**src/design/subtitle_cue_stream_parser_unit_macros.svh**
```systemverilog
// Assertion macros for the subtitle cue stream parser.
// Included by the top level; expands to nothing when SYNTHESIS is defined.
`ifndef SUBTITLE_CUE_STREAM_PARSER_UNIT_MACROS_SVH
`define SUBTITLE_CUE_STREAM_PARSER_UNIT_MACROS_SVH

`ifndef SYNTHESIS
// same-cycle implication, checked out of reset
`define SCSP_ASSERT_NOW(label, clk, rstn, ante, cons) \
    label: assert property (@(posedge clk) disable iff (!(rstn)) (ante) |-> (cons)) \
        else $error("scsp assertion failed");
// next-cycle implication, checked out of reset
`define SCSP_ASSERT_NEXT(label, clk, rstn, ante, cons) \
    label: assert property (@(posedge clk) disable iff (!(rstn)) (ante) |=> (cons)) \
        else $error("scsp assertion failed");
`else
`define SCSP_ASSERT_NOW(label, clk, rstn, ante, cons)
`define SCSP_ASSERT_NEXT(label, clk, rstn, ante, cons)
`endif

`endif

```
**src/design/scsp_pkg.sv**
```systemverilog
// Types and constants for the subtitle cue stream parser.
// No dependencies; imported by subtitle_cue_stream_parser_unit.
package scsp_pkg;

    // line machine modes
    typedef enum logic [1:0] {
        MODE_NUMBER = 2'd0,
        MODE_TIME   = 2'd1,
        MODE_TEXT   = 2'd2
    } mode_t;

    typedef logic [4:0] phase_t;

    // timing line phases
    localparam phase_t PH_ARROW     = 5'd8;
    localparam phase_t PH_SECOND    = 5'd12;
    localparam phase_t PH_LAST_LEAD = 5'd18;
    localparam phase_t PH_LAST_DIG  = 5'd19;
    localparam phase_t PH_LIMIT     = 5'd20;

    // characters of interest
    localparam logic [7:0] CH_CR    = 8'h0D;
    localparam logic [7:0] CH_LF    = 8'h0A;
    localparam logic [7:0] CH_SPACE = 8'h20;
    localparam logic [7:0] CH_COLON = 8'h3A;
    localparam logic [7:0] CH_COMMA = 8'h2C;
    localparam logic [7:0] CH_DASH  = 8'h2D;
    localparam logic [7:0] CH_GT    = 8'h3E;
    localparam logic [7:0] CH_ZERO  = 8'h30;
    localparam logic [7:0] CH_NINE  = 8'h39;

    // width of the millisecond fields on the result word
    localparam int MS_W = 32;

    // expected byte at each position of " --> " after the first space
    function automatic logic [7:0] arrow_char(input logic [1:0] idx);
        logic [7:0] ch;
        case (idx)
            2'd0:    ch = CH_DASH;
            2'd1:    ch = CH_DASH;
            2'd2:    ch = CH_GT;
            default: ch = CH_SPACE;
        endcase
        return ch;
    endfunction

endpackage

```
**src/design/subtitle_cue_stream_parser_unit.sv**
```systemverilog
// Subtitle cue stream parser: line machine, time accumulation and result register.
// Depends on scsp_pkg and subtitle_cue_stream_parser_unit_macros.svh.
//
// Usage:
//   Input channel s_*: one file byte per word on s_tdata, s_tuser marks end of
//   stream (the byte is then ignored). Result channel m_*: one text byte or one
//   line end marker per word, each carrying the cue begin and end times in ms.
//   An input word yields zero or one result word.
//   A result is registered and appears on m_* the cycle after its input word is taken.
//   Throughput: one input word per cycle while s_tready is high; all parsing of a byte is done in the
//   cycle it is accepted, with the shift-add time accumulator as the deepest path.
//   The single result register accepts a new word in the same cycle the old one
//   is taken, so s_tready only drops while a result sits unread with m_tready low.
//   Reset (aresetn low, synchronous) empties the result register and puts the
//   line machine in number-line mode with all times at zero. End of stream acts
//   as a final newline and then returns the machine to that same state.
`include "subtitle_cue_stream_parser_unit_macros.svh"

module subtitle_cue_stream_parser_unit
    import scsp_pkg::*;
#(
    parameter int TIME_BITS = 32
) (
    input  logic        aclk,
    input  logic        aresetn,
    // input channel
    input  logic        s_tvalid,
    output logic        s_tready,
    input  logic [7:0]  s_tdata,   // [7:0] text_byte
    input  logic [0:0]  s_tuser,   // [0] kind (1 = end of stream)
    // result channel
    output logic        m_tvalid,
    input  logic        m_tready,
    output logic [71:0] m_tdata,   // [7:0] out_byte, [39:8] begin_ms, [71:40] end_ms
    output logic [0:0]  m_tuser    // [0] line_end
);

    typedef logic [TIME_BITS-1:0] time_t;

    // line machine state
    mode_t      mode_reg,   mode_next;
    phase_t     phase_reg,  phase_next;
    logic       rej_reg,    rej_next;
    logic       alld_reg,   alld_next;
    logic       hasb_reg,   hasb_next;
    time_t      fv_reg,     fv_next;
    time_t      acc_reg,    acc_next;
    time_t      begin_reg,  begin_next;
    time_t      end_reg,    end_next;

    // result register
    logic        m_valid_reg;
    logic [7:0]  obyte_reg;
    logic [MS_W-1:0] obegin_reg;
    logic [MS_W-1:0] oend_reg;
    logic        olast_reg;

    logic        s_fire;
    logic        m_fire;
    logic        emit;
    logic [7:0]  emit_byte;
    logic        emit_last;

    logic [7:0]  ch;
    logic        is_eos;
    logic        is_digit;
    time_t       digit_val;

    // field decode of the timing phase
    logic        second_half;
    logic [2:0]  q;
    logic [1:0]  fld;
    logic        dig;
    phase_t      sep_phase;

    time_t       acc60;
    time_t       acc1000;
    time_t       commit_val;
    time_t       fv10;

    logic [MS_W-1:0] begin_ms;
    logic [MS_W-1:0] end_ms;

    assign s_fire = s_tvalid && s_tready;
    assign m_fire = m_valid_reg && m_tready;
    assign s_tready = !m_valid_reg || m_tready;

    assign ch = s_tdata;
    assign is_eos = s_tuser[0];
    assign is_digit = (ch >= CH_ZERO) && (ch <= CH_NINE);
    assign digit_val = TIME_BITS'(4'(ch - CH_ZERO));

    assign second_half = (phase_reg >= PH_SECOND);
    assign q = second_half ? 3'(phase_reg - PH_SECOND) : phase_reg[2:0];
    assign fld = q[2:1];
    assign dig = q[0];
    assign sep_phase = {4'(phase_reg[4:1] + 4'd1), 1'b0};

    // fold the finished field into the accumulator (x60 or x1000 by shift-add)
    assign acc60   = (acc_reg << 6) - (acc_reg << 2);
    assign acc1000 = (acc_reg << 10) - (acc_reg << 5) + (acc_reg << 3);
    assign fv10    = (fv_reg << 3) + (fv_reg << 1);

    always_comb begin
        case (fld)
            2'd0:    commit_val = fv_reg;
            2'd1:    commit_val = acc60 + fv_reg;
            2'd2:    commit_val = acc60 + fv_reg;
            default: commit_val = acc1000 + fv_reg;
        endcase
    end

    // next state and result for the accepted word
    always_comb begin
        mode_next  = mode_reg;
        phase_next = phase_reg;
        rej_next   = rej_reg;
        alld_next  = alld_reg;
        hasb_next  = hasb_reg;
        fv_next    = fv_reg;
        acc_next   = acc_reg;
        begin_next = begin_reg;
        end_next   = end_reg;
        emit       = 1'b0;
        emit_byte  = ch;
        emit_last  = 1'b0;

        if (is_eos || ch == CH_LF) begin
            // close the line
            case (mode_reg)
                MODE_TIME: begin
                    if (!rej_reg && (phase_reg == PH_LAST_LEAD || phase_reg == PH_LAST_DIG)) begin
                        end_next  = commit_val;
                        mode_next = MODE_TEXT;
                    end
                end
                MODE_TEXT: begin
                    if (hasb_reg) begin
                        emit      = 1'b1;
                        emit_byte = 8'd0;
                        emit_last = 1'b1;
                        hasb_next = 1'b0;
                    end else begin
                        mode_next = MODE_NUMBER;
                    end
                end
                default: begin
                    mode_next = alld_reg ? MODE_TIME : MODE_NUMBER;
                end
            endcase
            phase_next = '0;
            rej_next   = 1'b0;
            alld_next  = 1'b1;
            fv_next    = '0;
            acc_next   = '0;
            // end of stream: back to the reset state
            if (is_eos) begin
                mode_next  = MODE_NUMBER;
                hasb_next  = 1'b0;
                begin_next = '0;
                end_next   = '0;
            end
        end else if (ch != CH_CR) begin
            case (mode_reg)
                MODE_TIME: begin
                    if (!rej_reg) begin
                        if (phase_reg >= PH_ARROW && phase_reg < PH_SECOND) begin
                            // match the arrow
                            if (ch == arrow_char(phase_reg[1:0])) begin
                                phase_next = phase_reg + 5'd1;
                            end else begin
                                rej_next = 1'b1;
                            end
                        end else if (phase_reg >= PH_LIMIT) begin
                            rej_next = 1'b1;
                        end else if (is_digit) begin
                            fv_next    = dig ? fv10 + digit_val : digit_val;
                            phase_next = phase_reg | 5'd1;
                        end else if (ch == CH_SPACE) begin
                            // leading spaces skip; a space after the first ms opens the arrow
                            if (dig) begin
                                if (fld == 2'd3 && !second_half) begin
                                    acc_next   = commit_val;
                                    begin_next = commit_val;
                                    phase_next = PH_ARROW;
                                end else begin
                                    rej_next = 1'b1;
                                end
                            end
                        end else if ((fld < 2'd2 && ch == CH_COLON) ||
                                     (fld == 2'd2 && ch == CH_COMMA)) begin
                            acc_next   = commit_val;
                            fv_next    = '0;
                            phase_next = sep_phase;
                        end else begin
                            rej_next = 1'b1;
                        end
                    end
                end
                MODE_TEXT: begin
                    hasb_next = 1'b1;
                    emit      = 1'b1;
                end
                default: begin
                    if (!is_digit) begin
                        alld_next = 1'b0;
                    end
                end
            endcase
        end
    end

    // state registers
    always_ff @(posedge aclk) begin
        if (!aresetn) begin
            mode_reg  <= MODE_NUMBER;
            phase_reg <= '0;
            rej_reg   <= 1'b0;
            alld_reg  <= 1'b1;
            hasb_reg  <= 1'b0;
            fv_reg    <= '0;
            acc_reg   <= '0;
            begin_reg <= '0;
            end_reg   <= '0;
        end else if (s_fire) begin
            mode_reg  <= mode_next;
            phase_reg <= phase_next;
            rej_reg   <= rej_next;
            alld_reg  <= alld_next;
            hasb_reg  <= hasb_next;
            fv_reg    <= fv_next;
            acc_reg   <= acc_next;
            begin_reg <= begin_next;
            end_reg   <= end_next;
        end
    end

    // fit the cue times to the result field width
    if (TIME_BITS >= MS_W) begin : g_ms_trunc
        assign begin_ms = begin_reg[MS_W-1:0];
        assign end_ms   = end_reg[MS_W-1:0];
    end else begin : g_ms_ext
        assign begin_ms = {{(MS_W-TIME_BITS){1'b0}}, begin_reg};
        assign end_ms   = {{(MS_W-TIME_BITS){1'b0}}, end_reg};
    end

    // result valid: drop when taken, set on a new result
    always_ff @(posedge aclk) begin
        if (!aresetn) begin
            m_valid_reg <= 1'b0;
        end else if (s_fire && emit) begin
            m_valid_reg <= 1'b1;
        end else if (m_fire) begin
            m_valid_reg <= 1'b0;
        end
    end

    // result payload
    always_ff @(posedge aclk) begin
        if (s_fire && emit) begin
            obyte_reg  <= emit_byte;
            obegin_reg <= begin_ms;
            oend_reg   <= end_ms;
            olast_reg  <= emit_last;
        end
    end

    assign m_tvalid = m_valid_reg;
    assign m_tdata  = {oend_reg, obegin_reg, obyte_reg};
    assign m_tuser  = olast_reg;

    // checks
    `SCSP_ASSERT_NOW(a_phase_range, aclk, aresetn, 1'b1, phase_reg < PH_LIMIT)
    `SCSP_ASSERT_NOW(a_bytes_only_text, aclk, aresetn, mode_reg != MODE_TEXT, !hasb_reg)
    `SCSP_ASSERT_NOW(a_reject_only_time, aclk, aresetn, mode_reg != MODE_TIME, !rej_reg)
    `SCSP_ASSERT_NEXT(a_eos_resets, aclk, aresetn, s_fire && is_eos, mode_reg == MODE_NUMBER && begin_reg == '0 && end_reg == '0)

endmodule
```
**config.mk**
```make
export PLATFORM = sky130hd
export DESIGN_NAME = subtitle_cue_stream_parser_unit
export DESIGN_NICKNAME = d
export VERILOG_FILES = /design/src/design/scsp_pkg.sv /design/src/design/subtitle_cue_stream_parser_unit.sv
export VERILOG_INCLUDE_DIRS = /design/src /design/src/design
export SDC_FILE = /design/constraint.sdc
export NUM_CORES = 1
export LEC_CHECK = 0
export ABC_AREA = 1
export BUFFER_PORTS_ARGS = -buffer_cell sky130_fd_sc_hd__buf_2
export CORE_ASPECT_RATIO = 0.5
export CORE_MARGIN = 2
export CORE_UTILIZATION = 60
export CTS_BUF_LIST = sky130_fd_sc_hd__clkbuf_8
export CTS_CLUSTER_SIZE = 16
export DETAILED_ROUTE_END_ITERATION = 8
export HOLD_SLACK_MARGIN = 0.12
export MAX_ROUTING_LAYER = met4
export PLACE_DENSITY = 0.76
export SYNTH_ARGS = -nofsm -noshare
export SYNTH_HDL_FRONTEND = slang
export SYNTH_SLANG_ARGS = --single-unit
export TNS_END_PERCENT = 10
```
**constraint.sdc**
```tcl
create_clock -name aclk -period 8.35 [get_ports aclk]
set_input_delay 1.2525 -clock aclk [delete_from_list [all_inputs] [get_ports aclk]]
set_output_delay 1.2525 -clock aclk [all_outputs]
set_load 0.02 [all_outputs]
```
== Word level (Yosys, flattened, before mapping) ==
Cells that the tools add are included.
Operators by class
  add/sub/neg operators: 11
  magnitude comparators: 7
  equality and inequality tests: 33
  multiplexer cells: 89
  reductions and logical operators: 45
Operators by type and width (count)
  $mux 32: 24
  $mux 30: 9
  $add 32x32->32: 4
  $mux 8: 8
  $pmux 32 s2: 1
  $sub 32x32->32: 2
  $mux 5: 12
  $add 32x4->32: 1
  $mux 1: 29
  $eq 8x6->1 const B: 3
  $reduce_and 10->1: 2
  $reduce_bool 2->1: 10
  $reduce_and 4->1: 4
  $ne 3x3->1 const B: 5
  $reduce_and 11->1: 1
  $eq 5x5->1 const B: 2
  $ge 5x4->1 const B: 2
  $pmux 5 s2: 1
  $logic_and 1x1->1: 9
  $reduce_and 9->1: 1
  $eq 2x2->1 const B: 4
  $eq 8x4->1 const B: 1
  $eq 8x8->1: 1
  $ge 8x6->1 const B: 1
  30 further kinds: 48
Storage, ports and cells
  bits in registers: 210

== Longest topological paths before layout ==
Gate-level depths: netlist of run 1.
  depth after elaboration: 15
  depth in mapped cells: 19
  depth with buffers taken out: 19

== Least setup slack after synthesis of run 1 ==
OpenSTA, ideal clock, no wires.
  kind: input to register
  from: input s_tdata[7]
  to: register olast_reg, in the netlist m_tuser (enable)
  arrival: 5819 ps
  slack: 2001 ps
  stages: 10
  path buffers: 1
  cells stage by stage: nor2_1 -> nand3_1 -> inv_1 -> nand2_2 -> nand2_2 -> inv_2 -> buf_2 -> nor2_2 -> inv_1 -> a21oi_1
On the way
  word-level cells in the longest chain between the ends: 4
  elaborated cells on any way between the ends: 6
RTL lines
  start, declared: line subtitle_cue_stream_parser_unit.sv:29  | input logic [7:0] s_tdata,
  $ne 8x4->1 or $eq 8x4->1 (tied branches): line subtitle_cue_stream_parser_unit.sv:163, subtitle_cue_stream_parser_unit.sv:128
  $mux 1 or $logic_or 1x1->1 (tied branches): line subtitle_cue_stream_parser_unit.sv:163, subtitle_cue_stream_parser_unit.sv:128
  $mux 1 (*): line subtitle_cue_stream_parser_unit.sv:128  | if (is_eos || ch == CH_LF) begin
  $logic_and 1x1->1 (*): line subtitle_cue_stream_parser_unit.sv:260  | if (s_fire && emit) begin
  end signal, assigned: line subtitle_cue_stream_parser_unit.sv:264  | olast_reg <= emit_last;
  end, declared: line subtitle_cue_stream_parser_unit.sv:56  | logic olast_reg;
Mark *: on every way between the ends. The rest lies on a longest branch, timed or not.
A chain may end at the register's enable or synchronous reset.

== Final worst setup path of run 1 ==
  from: register fv_reg[11]
  to: register begin_reg[31], in the netlist begin_ms[31]
On the way
  word-level cells in the longest chain between the ends: 12
  elaborated cells on any way between the ends: 13
RTL lines
  start, declared: line subtitle_cue_stream_parser_unit.sv:46  | time_t fv_reg, fv_next;
  start signal, assigned: line subtitle_cue_stream_parser_unit.sv:231  | fv_reg <= fv_next;
  $add 32x32->32 (on tied branches): line subtitle_cue_stream_parser_unit.sv:109, subtitle_cue_stream_parser_unit.sv:107, subtitle_cue_stream_parser_unit.sv:108
  $pmux 32 s2 (*): line subtitle_cue_stream_parser_unit.sv:105  | case (fld)
  $mux 32 (*) (2 in series)
  $mux 32 (*): line subtitle_cue_stream_parser_unit.sv:179  | end else if (ch == CH_SPACE) begin
  $mux 32 (*): line subtitle_cue_stream_parser_unit.sv:176  | end else if (is_digit) begin
  $mux 32 (*): line subtitle_cue_stream_parser_unit.sv:174  | end else if (phase_reg >= PH_LIMIT) begin
  $mux 32 (*): line subtitle_cue_stream_parser_unit.sv:167  | if (phase_reg >= PH_ARROW && phase_reg < PH_SECOND) begin
  $mux 32 (*): line subtitle_cue_stream_parser_unit.sv:166  | if (!rej_reg) begin
  $mux 32 (*): line subtitle_cue_stream_parser_unit.sv:164  | case (mode_reg)
  $mux 32 (*): line subtitle_cue_stream_parser_unit.sv:163  | end else if (ch != CH_CR) begin
  $mux 32 (*): line subtitle_cue_stream_parser_unit.sv:128
  end signal, assigned: line subtitle_cue_stream_parser_unit.sv:233  | begin_reg <= begin_next;
  end, declared: line subtitle_cue_stream_parser_unit.sv:48  | time_t begin_reg, begin_next;
Mark *: on every way between the ends. The rest lies on a longest branch, timed or not. The select of a mux whose other input is x is not followed.

==> results of run 1 <==
==> where the power goes <==
part	switching (mW)	total, mW	internal (mW)
clock network	0.434	0.914	0.480
logic	0.976	1.39	0.416
registers	0.0369	1.13	1.09
==> routing by layer <==
| layer | wire (um) | vias to the layer above | global-route usage [%] |
|---|---|---|---|
| met5 | 0 | - | - |
| met2 | 19530 | 688 | 49.62 |
| met1 | 22280 | 7135 | 50.42 |
| li1 | - | 7531 | - |
| met3 | 5557 | 93 | 9.268 |
| met4 | 1298 | 0 | 8.906 |
==> worst register-to-register path: stages, from the launching register on <==
cell and delay, ps:
dfxtp_1 530, inv_1 140, fa_1 540, inv_1 40
ha_1 350, nand2_1 100, nor2_1 260, nand2_1 100
nand2_1 140, inv_1 70, nand2_1 140, nand2_1 90
nand3_1 90, nand2_1 50, o21ai_0 820, nand3_1 200
a21oi_1 170
==> cell usage in the layout, fill, tap and decap left out, drive strengths merged, types with 2 or more instances in the layout <==
| master | count |
|---|---|
| nand2 | 507 |
| inv | 383 |
| a21oi | 255 |
| nor2 | 188 |
| nand3 | 150 |
| o21ai | 145 |
| ha | 143 |
| dfxtp | 137 |
| buf | 93 |
| fa | 75 |
| edfxtp | 73 |
| clkbuf | 31 |
| nor3 | 23 |
| nand4 | 20 |
| xnor2 | 19 |
| xor2 | 18 |
| or2 | 11 |
| nand3b | 11 |
| clkinv | 10 |
| a211oi | 8 |
| o211ai | 8 |
| a21o | 7 |
| o21bai | 6 |
| a31oi | 5 |
| nor4 | 4 |
| bufinv | 4 |
| clkinvlp | 4 |
| o22ai | 3 |
| o21a | 3 |
| and2 | 2 |
| a22oi | 2 |
| a32oi | 2 |
==> metrics by stage <==
stage          cells  area, um^2  hold slack [ps]  setup WS [ps]
2_1_floorplan   2264       16600            403.0           2001
3_3_place_gp    2654       17260            415.4           4180
3_5_place_dp    2654       17260            411.9           4072
4_1_cts         2710       17920            430.0           4514
5_1_grt         2710       17920            437.3           4161
6_report        2710       17920            428.1           4450
==> area by class of cell <==
type	count	area (um^2)
Timing Repair Buffer	93	480.5
Sequential cell	210	4935
Clock buffer	31	426.7
Clock inverter	25	240.2
Inverter	376	1411
Fill cell	2418	8876
Tap cell	352	440.4
Multi-Input combinational cell	1623	9991
==> Yosys cell counts (2+ instances only) <==
cell type / count / share of area [%]
nand2_1: 500 / 11
inv_1: 368 / 8.3
a21oi_1: 232 / 7.0
nor2_1: 181 / 4.1
nand3_1: 150 / 4.5
ha_1: 143 / 11
dfxtp_1: 137 / 17
o21ai_0: 120 / 3.6
fa_1: 75 / 9.0
edfxtp_1: 73 / 13
clkbuf_1: 31 / 0.70
o21ai_1: 24 / 0.72
a21oi_2: 23 / 1.2
nor3_1: 22 / 0.66
nand4_1: 19 / 0.72
xnor2_1: 19 / 1.0
xor2_1: 18 / 0.95
nand3b_1: 11 / 0.50
or2_2: 11 / 0.41
buf_2: 9 / 0.27
a211oi_1: 8 / 0.36
o211ai_1: 8 / 0.36
a21o_1: 7 / 0.32
buf_4: 7 / 0.32
inv_2: 6 / 0.14
nand2_2: 6 / 0.23
o21bai_1: 6 / 0.27
a31oi_1: 5 / 0.19
buf_6: 5 / 0.34
nor2_2: 4 / 0.15
nor4_1: 4 / 0.15
buf_1: 3 / 0.068
o21a_1: 3 / 0.14
o22ai_1: 3 / 0.11
a22oi_1: 2 / 0.090
a32oi_1: 2 / 0.11
and2_1: 2 / 0.075
clkinv_1: 2 / 0.045
nor2_4: 2 / 0.14
==> kinds of logic (layout without fill, tap and decap cells) <==
kind of cell	after synthesis	after routing	synth area share, %
flip-flops	210	210	29.72
XOR/XNOR	37	37	1.952
AO/OA/AOI/OAI	452	452	14.98
buffers and inverters	431	525	10.20
AND/OR/NAND/NOR	916	916	23.33
adder cells (fa/ha/maj)	218	218	19.82
==> final timing paths <==
| path | endpoint | slack [ps] |
|---|---|---|
| setup reg to reg | begin_ms[31] | 4450 |
| hold / removal | obegin_reg[19] | 430 |
| setup / recovery | begin_ms[31] | 4450 |
| hold reg to reg | obegin_reg[19] | 430 |
==> results.py, run 1 <==
metrics = {
    "timing": {
        "max_freq_mhz": 256.4,
        "period_share_pct": 46.71,
        "skew_ps": 21.78,
        "fin_crit_ps": 3900,
        "hold_violations": 0,
        "setup_viol": 0,
        "tightest_slew_ps": 1117,
        "slew_headroom_pct": 25.35,
        "rsz0062_at_grt": "false",
        "fin_tns_setup_ps": 0,
        "finalMaxSlewViolations": 0,
    },
    "place": {
        "port-buffer-count": 87,
        "gp_congestion": 1.022,
        "dp_hpwl_um": 39330,
    },
    "worst_setup_path": {
        "crit_cells": 16,
        "rr_worst_depth": 16,
        "crit_path_max_fanout": 5,
        "path_buf_inv": 3,
        "critPathTopFamily": "simple AND/OR/NAND/NOR gates",
        "slowest_delay_ps": 820,
        "path_common_cell": "nand2_1",
        "worst_setup_path_end_kind": "register",
        "required_ps": 8870,
        "arrival_ps": 4420,
        "r2r_start": "fv_reg[11]",
        "cp_cell_sequence": "inv_1 > fa_1 > inv_1 > ha_1 > nand2_1 > nor2_1 > nand2_1 > nand2_1 > inv_1 > nand2_1 > nand2_1 > nand3_1 > nand2_1 > o21ai_0 > nand3_1 > a21oi_1",
        "cp-startpoint": "fv_reg[11]",
        "critical_path_class": "reg2reg",
        "cp-start-kind": "register",
        "slowest_stage": "o21ai_0",
    },
    "cts": {
        "clk_pin_slew_ps": 70,
        "cts_max_level": 1,
        "cts_made_buffers": 30,
        "cts.path.max_buffers": 3,
        "clock_sinks": 210,
        "postCtsSetupRepairBufs": 0,
        "insertion_delay_ps": 600,
        "ctsResizeCount": 0,
        "root_buffer": "clkbuf_8",
        "cts_tree": "built",
        "hold_buffers": 0,
    },
    "drt": {
        "drt_iter0_markers": 1592,
        "wirelength_um": 48670,
        "vias": 15450,
        "firstDrtPassIters": 6,
        "vias_per_cell": 5.700,
        "drtAntennaViolNets": 0,
        "wire_per_inst_um": 17.96,
        "drc": 0,
    },
    "pwr": {
        "powerDensity_nw_per_um2": 191.5,
        "vdd_ir_drop_max_mv": 0.1142,
        "p_total_mw": 3.432,
        "leakage_nw": 8.649,
    },
    "synth": {
        "async_flop_share_pct": 0,
        "synth_cells": 2264,
        "syn-num-nets": 2495,
        "yosysSeqAreaShare_pct": 29.72,
        "synthDistinctLibCells": 52,
        "synth_flop_cell": "dfxtp_1",
        "synth-edff-count": 73,
        "netlist_area_um2": 16600,
        "syn-mean-instance-area_um2": 7.333,
        "synth.yosys.warnings": 0,
        "yosys_register_bits": 210,
    },
    "finish": {
        "drive_gt1_share_pct": 8.439,
        "n_antenna_cell": 0,
        "nets": 2565,
        "post-route-util_pct": 66.88,
        "area_delta_synth_final_pct": 7.966,
    },
    "worst_hold_path": {
        "hp-class": "reg2reg",
        "hold_start": "begin_ms[19]",
        "holdPathStages": 0,
    },
    "die": {
        "core_um2": 26800,
        "die_area_um2": 29100,
        "die_x_um": 239.2,
        "rows": 42,
        "die_y_um": 121.6,
        "ios": 88,
        "start_util_pct": 61.95,
    },
    "global_route": {
        "grt_max_degree": 76,
        "grtUsageTotal_pct": 35.33,
        "grt_pass1_wl_um": 77270,
        "grt_antenna_before_repair": 0,
        "grt_pass1_vias": 14360,
        "overflow": 0,
    },
    "outcome": {
        "status": "finished, final reports clean",
    },
    "flow_run": {
        "drv_cap": 0,
    },
}
(Power assumes the default switching activity.)
==> run 2: changes to the inputs <==
--- a/config.mk
+++ b/config.mk
@@ -10,13 +10,13 @@
 export BUFFER_PORTS_ARGS = -buffer_cell sky130_fd_sc_hd__buf_2
 export CORE_ASPECT_RATIO = 0.5
 export CORE_MARGIN = 2
-export CORE_UTILIZATION = 60
+export CORE_UTILIZATION = 58
 export CTS_BUF_LIST = sky130_fd_sc_hd__clkbuf_8
 export CTS_CLUSTER_SIZE = 16
 export DETAILED_ROUTE_END_ITERATION = 8
 export HOLD_SLACK_MARGIN = 0.12
 export MAX_ROUTING_LAYER = met4
-export PLACE_DENSITY = 0.76
+export PLACE_DENSITY = 0.77
 export SYNTH_ARGS = -nofsm -noshare
 export SYNTH_HDL_FRONTEND = slang
 export SYNTH_SLANG_ARGS = --single-unit
==> constraint.sdc (replaced) <==
create_clock -name aclk -period 3.2 [get_ports aclk]
set_input_delay 0.48 -clock aclk [delete_from_list [all_inputs] [get_ports aclk]]
set_output_delay 0.48 -clock aclk [all_outputs]
set_load 0.02 [all_outputs]
==> results.py, run 2 (synthesis gave the netlist of run 1 again) <==
metrics = {
    "outcome": {
        "status": "finished, violations left",
        "violations": "negative setup slack",
    },
    "die": {
        "die_area_um2": 30080,
        "die_y_um": 123.6,
        "die_x_um": 243.3,
        "start_util_pct": 59.46,
        "core_um2": 27920,
        "ios": 88,
        "rows": 43,
    },
    "cts": {
        "cts_tree": "built",
        "insertion_delay_ps": 620,
        "cts_made_buffers": 31,
        "clk_pin_slew_ps": 70,
        "clock_sinks": 210,
        "root_buffer": "clkbuf_8",
        "hold_buffers": 0,
        "cts.path.max_buffers": 3,
        "cts_max_level": 1,
    },
    "worst_setup_path": {
        "slowest_delay_ps": 510,
        "critical_path_class": "reg2reg",
        "cp_cell_sequence": "buf_4 > fa_1 > inv_1 > fa_1 > inv_1 > ha_4 > nand2_2 > nor2_2 > inv_2 > o21ai_1 > nand2_1 > nand3_1 > nand2_1 > nand3_1 > nand3_2 > a21oi_1",
        "reg2reg_setup_slack_ps": -40,
        "path_buf_inv": 4,
        "crit_path_max_fanout": 4,
        "worst_setup_path_end_kind": "register",
        "required_ps": 3740,
        "r2r_start": "acc_reg[5]",
        "slowest_stage": "fa_1",
        "rr_worst_depth": 16,
        "timing.rr.end": "begin_ms[25]",
        "cp-start-kind": "register",
        "arrival_ps": 3780,
        "critPathTopFamily": "adder cells",
    },
    "drt": {
        "vias_per_cell": 5.612,
        "firstDrtPassIters": 6,
        "drc": 0,
        "wirelength_um": 56240,
        "wire_per_inst_um": 18.54,
        "vias": 17030,
        "drt_iter0_markers": 1557,
        "drtAntennaViolNets": 0,
    },
    "global_route": {
        "overflow": 0,
        "grt_pass1_vias": 15580,
        "grt_antenna_before_repair": 2,
        "grt_pass1_wl_um": 86090,
        "grtUsageTotal_pct": 38.36,
        "grt_max_degree": 63,
    },
    "timing": {
        "tightest_slew_ps": 709.0,
        "finalMaxSlewViolations": 0,
        "slew_headroom_pct": 52.74,
        "layout_setup_ws_ps": -36.21,
        "period_share_pct": 101.1,
        "hold_violations": 0,
        "fin_crit_ps": 3236,
        "skew_ps": 25.32,
        "fin_tns_setup_ps": -106.9,
        "timing.hold.ws_ps": 181.4,
        "max_freq_mhz": 309.0,
        "rsz0062_at_grt": "true",
        "setup_viol": 6,
    },
    "finish": {
        "n_antenna_cell": 0,
        "nets": 2859,
        "area_delta_synth_final_pct": 26.88,
        "final_common_cell": "nand2_1",
        "layout_common_cells": "nand2_1 (467), inv_1 (361), buf_4 (290), a21oi_1 (193), nor2_1 (153)",
        "drive_gt1_share_pct": 25.90,
    },
    "place": {
        "gp_congestion": 1.078,
        "port-buffer-count": 87,
        "dp_hpwl_um": 45020,
    },
    "pwr": {
        "vdd_ir_drop_max_mv": 0.3304,
        "leakage_nw": 10.17,
        "powerDensity_nw_per_um2": 506.9,
    },
    "worst_hold_path": {
        "holdPathStages": 4,
        "hold_start": "m_tready",
        "hp-class": "in2reg",
        "hold_end": "m_tvalid",
    },
    "flow_run": {
        "drv_cap": 0,
    },
}
-- run 2: changes by cell type in the layout (fill, tap and decap cells not counted), moves of 27 or more --
cell	previous run	this run
a21oi_2	23	59
nand2_2	6	35
nor2_1	181	153
nand2_1	500	467
dfxtp_1	137	107
buf_4	6	290
ha_1	143	116
a21oi_1	231	193
-- run 2: worst max path at each step --
stage,startpoint,cells past startpoint,end
3_5_place_dp,acc_reg[8],18,begin_ms[21]
6_report,acc_reg[5],16,begin_ms[25]
4_1_cts,acc_reg[4],17,acc_reg[23]
5_1_grt,acc_reg[5],17,begin_ms[29]
3_3_place_gp,acc_reg[8],18,begin_ms[21]
2_1_floorplan,s_tdata[7],10,m_tuser
-- run 2: what timing repair did --
item / CTS / global route
buffers inserted: 2 / 6
gates resized for setup: 61 / 184
pin swaps: 5 / 37
endpoints found under the setup margin: 56 / 70
-- run 2: final cells by class --
| cell class | instances | area [um^2] |
|---|---|---|
| Clock buffer | 38 | 523.0 |
| Clock inverter | 19 | 112.6 |
| Fill cell | 2212 | 6858 |
| Inverter | 376 | 1411 |
| Multi-Input combinational cell | 1623 | 10790 |
| Sequential cell | 210 | 4990 |
| Tap cell | 382 | 478.0 |
| Timing Repair Buffer | 386 | 2758 |
-- run 2: worst min-delay path, stage by stage --
cell	delay, ps
buf_2	70
inv_1	30
nand2_1	80
a21oi_1	80
-- run 2: metrics by stage --
step	std cells	cell area [um^2]	setup WS [ps]	total power, mW	utilization [%]
6_report	3034	21070	-36.21	10.68	75.44
5_1_grt	3034	21070	-167.4	11.27	75.44
3_5_place_dp	2969	19500	-292.2	7.551	69.83
4_1_cts	3028	20350	-44.15	9.992	72.90
3_3_place_gp	2969	19500	-303.5	7.529	69.83
2_1_floorplan	2264	16610	27.53	5.522	-
-- run 2: report_power, final --
part	switching, mW	internal, mW	total (mW)
clock	1.21	1.10	2.30
sequential	0.0709	2.84	2.91
combinational	3.24	2.23	5.46
total	4.52	6.16	10.7
-- run 2: routing by layer --
layer  global-route usage (%)  part of all wire (%)  up-vias  wire length, um
li1                         -                     -     8124                -
met5                        -                     0        -                0
met2                    54.72                    41      858            23030
met3                    10.64                    12       86             6839
met1                    54.65                    45     7960            25240
met4                    7.285                   2.0        0             1128
